`src/rtl/core/hpam_pkg.sv`:
```
package hpam_pkg;

	// table geometry
	localparam int MAX_RULES  = 32;
	localparam int NAME_BYTES = 256;

	localparam int RULE_W = (MAX_RULES > 1) ? $clog2(MAX_RULES) : 1;
	localparam int CNT_W  = $clog2(MAX_RULES + 1);
	localparam int LEN_W  = $clog2(NAME_BYTES + 1);
	localparam int BYTE_W = $clog2(NAME_BYTES);
	localparam int RA_W   = $clog2(MAX_RULES * NAME_BYTES);
	localparam int DEF_N  = (MAX_RULES < 3) ? MAX_RULES : 3;
	localparam int IDX_W  = 5;

	// item codes
	localparam logic [1:0] FUNC_CLEAR = 2'd0;
	localparam logic [1:0] FUNC_RULE  = 2'd1;
	localparam logic [1:0] FUNC_QUERY = 2'd2;

	localparam logic [1:0] KIND_EXACT  = 2'd0;
	localparam logic [1:0] KIND_SUFFIX = 2'd1;
	localparam logic [1:0] KIND_ALL    = 2'd2;
	localparam logic [1:0] KIND_UNUSED = 2'd3;

	localparam logic [1:0] STAT_OK    = 2'd0;
	localparam logic [1:0] STAT_FULL  = 2'd1;
	localparam logic [1:0] STAT_EMPTY = 2'd2;

	localparam logic ANS_QUERY = 1'b0;
	localparam logic ANS_RULE  = 1'b1;

	localparam logic [15:0] DEFAULT_PORT = 16'd9443;

	// built-in rule names
	localparam logic [79:0] DEF_A = "demo.local";
	localparam logic [71:0] DEF_B = "127.0.0.1";
	localparam logic [71:0] DEF_C = "localhost";
	localparam int DEF_A_LEN  = (NAME_BYTES < 10) ? NAME_BYTES : 10;
	localparam int DEF_BC_LEN = (NAME_BYTES < 9) ? NAME_BYTES : 9;

	typedef logic [LEN_W-1:0] len_t;
	typedef logic [CNT_W-1:0] cnt_t;

	// controller to datapath
	typedef struct packed {
		logic accept;
		logic scan;
		logic next_rule;
		logic cmp_start;
		logic cmp_next;
		logic hit;
		logic miss;
	} dp_cmd_t;

	// datapath to controller
	typedef struct packed {
		logic r_done;
		logic port_ok;
		logic len_ok;
		logic kind_all;
		logic rlen_zero;
		logic mismatch;
		logic i_last;
	} dp_stat_t;

	function automatic logic is_ws(logic [7:0] c);
		return (c == 8'h20) || ((c >= 8'h09) && (c <= 8'h0D));
	endfunction

	function automatic logic [7:0] fold(logic [7:0] c);
		logic [7:0] r;
		r = c;
		if ((c >= 8'h41) && (c <= 8'h5A)) begin
			r = c + 8'h20;
		end
		return r;
	endfunction

	function automatic len_t def_len(logic [1:0] s);
		len_t l;
		unique case (s)
			2'd0: l = LEN_W'(DEF_A_LEN);
			2'd1, 2'd2: l = LEN_W'(DEF_BC_LEN);
			default: l = '0;
		endcase
		return l;
	endfunction

	function automatic logic [7:0] def_char(logic [1:0] s, len_t i);
		int k;
		logic [7:0] ch;
		k = int'(i);
		ch = 8'h00;
		unique case (s)
			2'd0: if (k < 10) ch = DEF_A[8*(9-k) +: 8];
			2'd1: if (k < 9) ch = DEF_B[8*(8-k) +: 8];
			2'd2: if (k < 9) ch = DEF_C[8*(8-k) +: 8];
			default: ch = 8'h00;
		endcase
		return ch;
	endfunction

endpackage

```
`src/rtl/core/hpam_ctrl.sv`:
```
module hpam_ctrl (
	input  logic              clk,
	input  logic              arst_n,
	input  logic              start,
	input  logic [1:0]        func,
	input  logic              last,
	input  hpam_pkg::dp_stat_t stat,
	output hpam_pkg::dp_cmd_t  cmd,
	output logic              busy
);
	import hpam_pkg::*;

	typedef enum logic [1:0] {
		ST_IDLE,
		ST_META,
		ST_RD,
		ST_CK
	} state_t;

	state_t state_q;
	state_t state_nx;

	// sequence the rule walk
	always_comb begin
		cmd = '0;
		state_nx = state_q;
		unique case (state_q)
			ST_IDLE: begin
				cmd.accept = start;
				if (start && (func == FUNC_QUERY) && last) begin
					cmd.scan = 1'b1;
					state_nx = ST_META;
				end
			end
			ST_META: begin
				if (stat.r_done) begin
					cmd.miss = 1'b1;
					state_nx = ST_IDLE;
				end else if (!stat.port_ok || !stat.len_ok) begin
					cmd.next_rule = 1'b1;
				end else if (stat.kind_all || stat.rlen_zero) begin
					cmd.hit = 1'b1;
					state_nx = ST_IDLE;
				end else begin
					cmd.cmp_start = 1'b1;
					state_nx = ST_RD;
				end
			end
			ST_RD: begin
				state_nx = ST_CK;
			end
			ST_CK: begin
				if (stat.mismatch) begin
					cmd.next_rule = 1'b1;
					state_nx = ST_META;
				end else if (stat.i_last) begin
					cmd.hit = 1'b1;
					state_nx = ST_IDLE;
				end else begin
					cmd.cmp_next = 1'b1;
					state_nx = ST_RD;
				end
			end
			default: state_nx = ST_IDLE;
		endcase
	end

	always_ff @(posedge clk or negedge arst_n) begin
		if (!arst_n) begin
			state_q <= ST_IDLE;
		end else begin
			state_q <= state_nx;
		end
	end

	assign busy = (state_q != ST_IDLE);

endmodule

```
`config.mk`:
```
export PLATFORM = sky130hd
export DESIGN_NAME = hpam_ctrl
export DESIGN_NICKNAME = d
export VERILOG_FILES = /design/src/rtl/core/hpam_pkg.sv /design/src/rtl/core/hpam_ctrl.sv
export SDC_FILE = /design/constraint.sdc
export NUM_CORES = 1
export LEC_CHECK = 0
export BUFFER_PORTS_ARGS = -buffer_cell sky130_fd_sc_hd__buf_4
export CORE_AREA = 4 4 41 43
export CTS_BUF_LIST = sky130_fd_sc_hd__clkbuf_8
export DETAILED_ROUTE_END_ITERATION = 12
export DIE_AREA = 0 0 45 47
export GPL_TIMING_DRIVEN = 0
export MAX_ROUTING_LAYER = met4
export SYNTH_ARGS = -nofsm -noshare
export SYNTH_HDL_FRONTEND = slang
export SYNTH_SLANG_ARGS = --single-unit
```
`constraint.sdc`:
```
create_clock -name clk -period 1.22 [get_ports clk]
set_clock_uncertainty 0.1 [all_clocks]
set_input_delay 0.244 -clock clk [delete_from_list [all_inputs] [get_ports clk]]
set_output_delay 0.244 -clock clk [all_outputs]
set_load 0.02 [all_outputs]
```
==> impl_results.md <==
* Final worst-path cycle share at 128%
* Routed vias/inst at 4.31
* Routed WL at 806 um
* Post-route non-filler standard cell count at 68
* Mapped Area at 185 um2
* Post-synth net total at 38
* Starting density of the core at 14.2%
* F_max at 640 MHz
* Post-route ant nets at 0
* PortBufs at 20
* Core ar. at 1300 um2
* CP Class: register to output pin
* Worst vdd ir at 0.716 mV
* Critical Path RT at 0.88 ns
* Max FO, Critical Path at 4
* Synthesis-to-layout area growth at 184%
* Synth Register Bits at 2
* Largest Register: state_q
* Syn Inst Count at 25
* Final setup violation count at 9
* Final GP Congestion at 0.640
* Max cap viols at 0
* TritonCTS clock tree: yes
* Layout cells sized above 1 at 73.6%
* Pwr Density at 1940 nW/um2
* Final hold violation count at 0
* DRC at 0
* Fin worst setup slack at -0.343 ns
* Die X-Extent at 45 um
* Clock latency on the worst-skew pair at 0.21 ns
* Die Y at 47 um
* Leakage Power at 0.241 nW
* I/O pins at 21
* Status: finished with violations
* Fraction of the yosys area taken by sequential cells at 27.0%
* Final #Nets at 68
* First-pass GRT wire length at 1270 um
* Clock sink total at 2
* 1st-iter DRT viols at 4
* Min Tclk post-route at 1.56 ns
* Total global routing overflow at 0
* CTS max path bufs at 2
* Via count at 293
* Total Die Area at 2120 um2
* Setup crit end kind: output pin
* Placed insts at 60
* Startpoint type of the worst setup path: register
* WP data arrival at 1.22 ns
* Biggest regs: state_q: 2 flops
* Antenna fix cells at 0
* Number of global-route vias before repair at 331
* Initial antenna violation count at 0
* Hpwl dp at 541 um
* Relative slew slack at 84.4%
* CTS clk-pin slew, worst paths at 0.03 ns
* Syn avg cell area at 7.41 um2
* Hold Path Class: input pin to register
* Max FFs per register at 2
* Root Buffer Master: clkbuf_8
* Drt pass-1 iters at 3
* Post-synth cell types at 16
* Total track usage at 8.65%
* Failing checks: negative setup slack
* Utilization after layout at 40.5%
* Pins Over Slew Limit at 0
* Worst slew pin tran at 0.232 ns
* Largest net degree at the start of global routing at 5
* Avg WL per Cell at 11.9 um
* RSZ-0062 raised after global routing: yes
* Rows at 13
* H-tree depth at 1
* Cts bufs inserted at 3
* Ys Warns at 0
[what timing repair did]
item	CTS	global route
gates resized for setup	14	3
hold endpoints to repair	2	0
pin swaps	4	2
setup endpoints to repair	8	10
setup buffers	4	0
hold buffers	1	0
[critical path: stages (launching register included)]
cell and delay [ns]:
dfrtp_2 0.43, nor3b_4 0.20, nand3_2 0.11, nor3_2 0.11, buf_4 0.16
[cell usage after synthesis]
cell type | number | area [um2]
or2_2 | 1 | 6.26
o21ai_0 | 1 | 5.00
nor3_1 | 1 | 5.00
nand4b_1 | 1 | 8.76
o2bb2ai_1 | 1 | 8.76
inv_1 | 2 | 7.51
o211ai_1 | 1 | 7.51
nor3b_2 | 1 | 12.5
dfrtp_1 | 2 | 50.1
nor3b_1 | 1 | 7.51
nor4_1 | 1 | 6.26
nand2_1 | 4 | 15.0
o311a_1 | 1 | 10.0
nand3_1 | 2 | 10.0
nor3_2 | 1 | 10.0
nor2_1 | 4 | 15.0
[final timing paths]
path | start | endpoint | slack, ns | cells past startpoint
worst max-delay path | state_q[1] | cmd[3] | -0.34 | 4
worst min register to register | state_q[0] | state_q[0] | 0.58 | 2
min in group asynchronous | arst_n | state_q[1] | 0.26 | 2
max in group asynchronous | arst_n | state_q[1] | 0.67 | 2
worst max register to register | state_q[1] | state_q[1] | -0.05 | 5
worst min-delay path | stat[1] | state_q[0] | 0.25 | 3
[where the power goes]
group          switching (W)  internal (W)  total (W)
registers          0.0000443      0.000103   0.000148
logic               0.000301      0.000315   0.000616
clock network      0.0000517      0.000209   0.000260
total               0.000397      0.000628    0.00102
[routing by layer]
layer  global-route usage (%)  part of all wire [%]
met1                     10.0                    39
met2                     13.0                    52
met3                    0.383                   8.3
met4                     8.77                     0
met5                        -                     0
[cell usage in the layout, fill, tap and decap left out]
| cell | instances |
|---|---|
| buf_4 | 17 |
| buf_6 | 7 |
| clkbuf_8 | 3 |
| nor2_1 | 2 |
| nand2_4 | 2 |
| nor2_4 | 2 |
| inv_1 | 2 |
| nand2_2 | 1 |
| nor3b_4 | 1 |
| nand3_2 | 1 |
| o2bb2ai_2 | 1 |
| nand2_1 | 1 |
| nand3_1 | 1 |
| or2_4 | 1 |
| nand4b_1 | 1 |
| nor3_2 | 1 |
| nor3b_1 | 1 |
| nor3_4 | 1 |
| nor4_1 | 1 |
| o311a_1 | 1 |
| o21ai_0 | 1 |
| o211ai_1 | 1 |
| dlygate4sd3_1 | 1 |
| dfrtp_1 | 1 |
| dfrtp_2 | 1 |
[per-stage QoR]
step	total power [W]	setup TNS [ns]	setup WS (ns)	hold WS (ns)	cell area, um2
6_report	0.00102	-2.17	-0.343	0.246	527
5_1_grt	0.00109	-2.66	-0.409	0.285	527
4_1_cts	0.00100	-2.28	-0.351	0.231	512
3_5_place_dp	0.000560	-1.06	-0.237	-0.0727	380
3_3_place_gp	0.000561	-1.04	-0.230	-0.0729	380
2_1_floorplan	0.000396	-0.683	-0.174	-0.152	211
[layout make-up]
class                      instances  area [um2]
fill                             144         774
timing repair buffer              25         216
multi-input combinational         21         191
sequential                         2        51.3
clock buffer                       3        41.3
tap                               15        18.8
inverter                           2        7.51
[cells by family after synthesis]
kind of cell	after synthesis	synth area share [%]
DFF	2	27.0
buffers and inverters	2	4.06
and+or+nand+nor	17	52.0
AOI/OAI and AO/OA	4	16.9
Power figures use the tool's default switching activity.
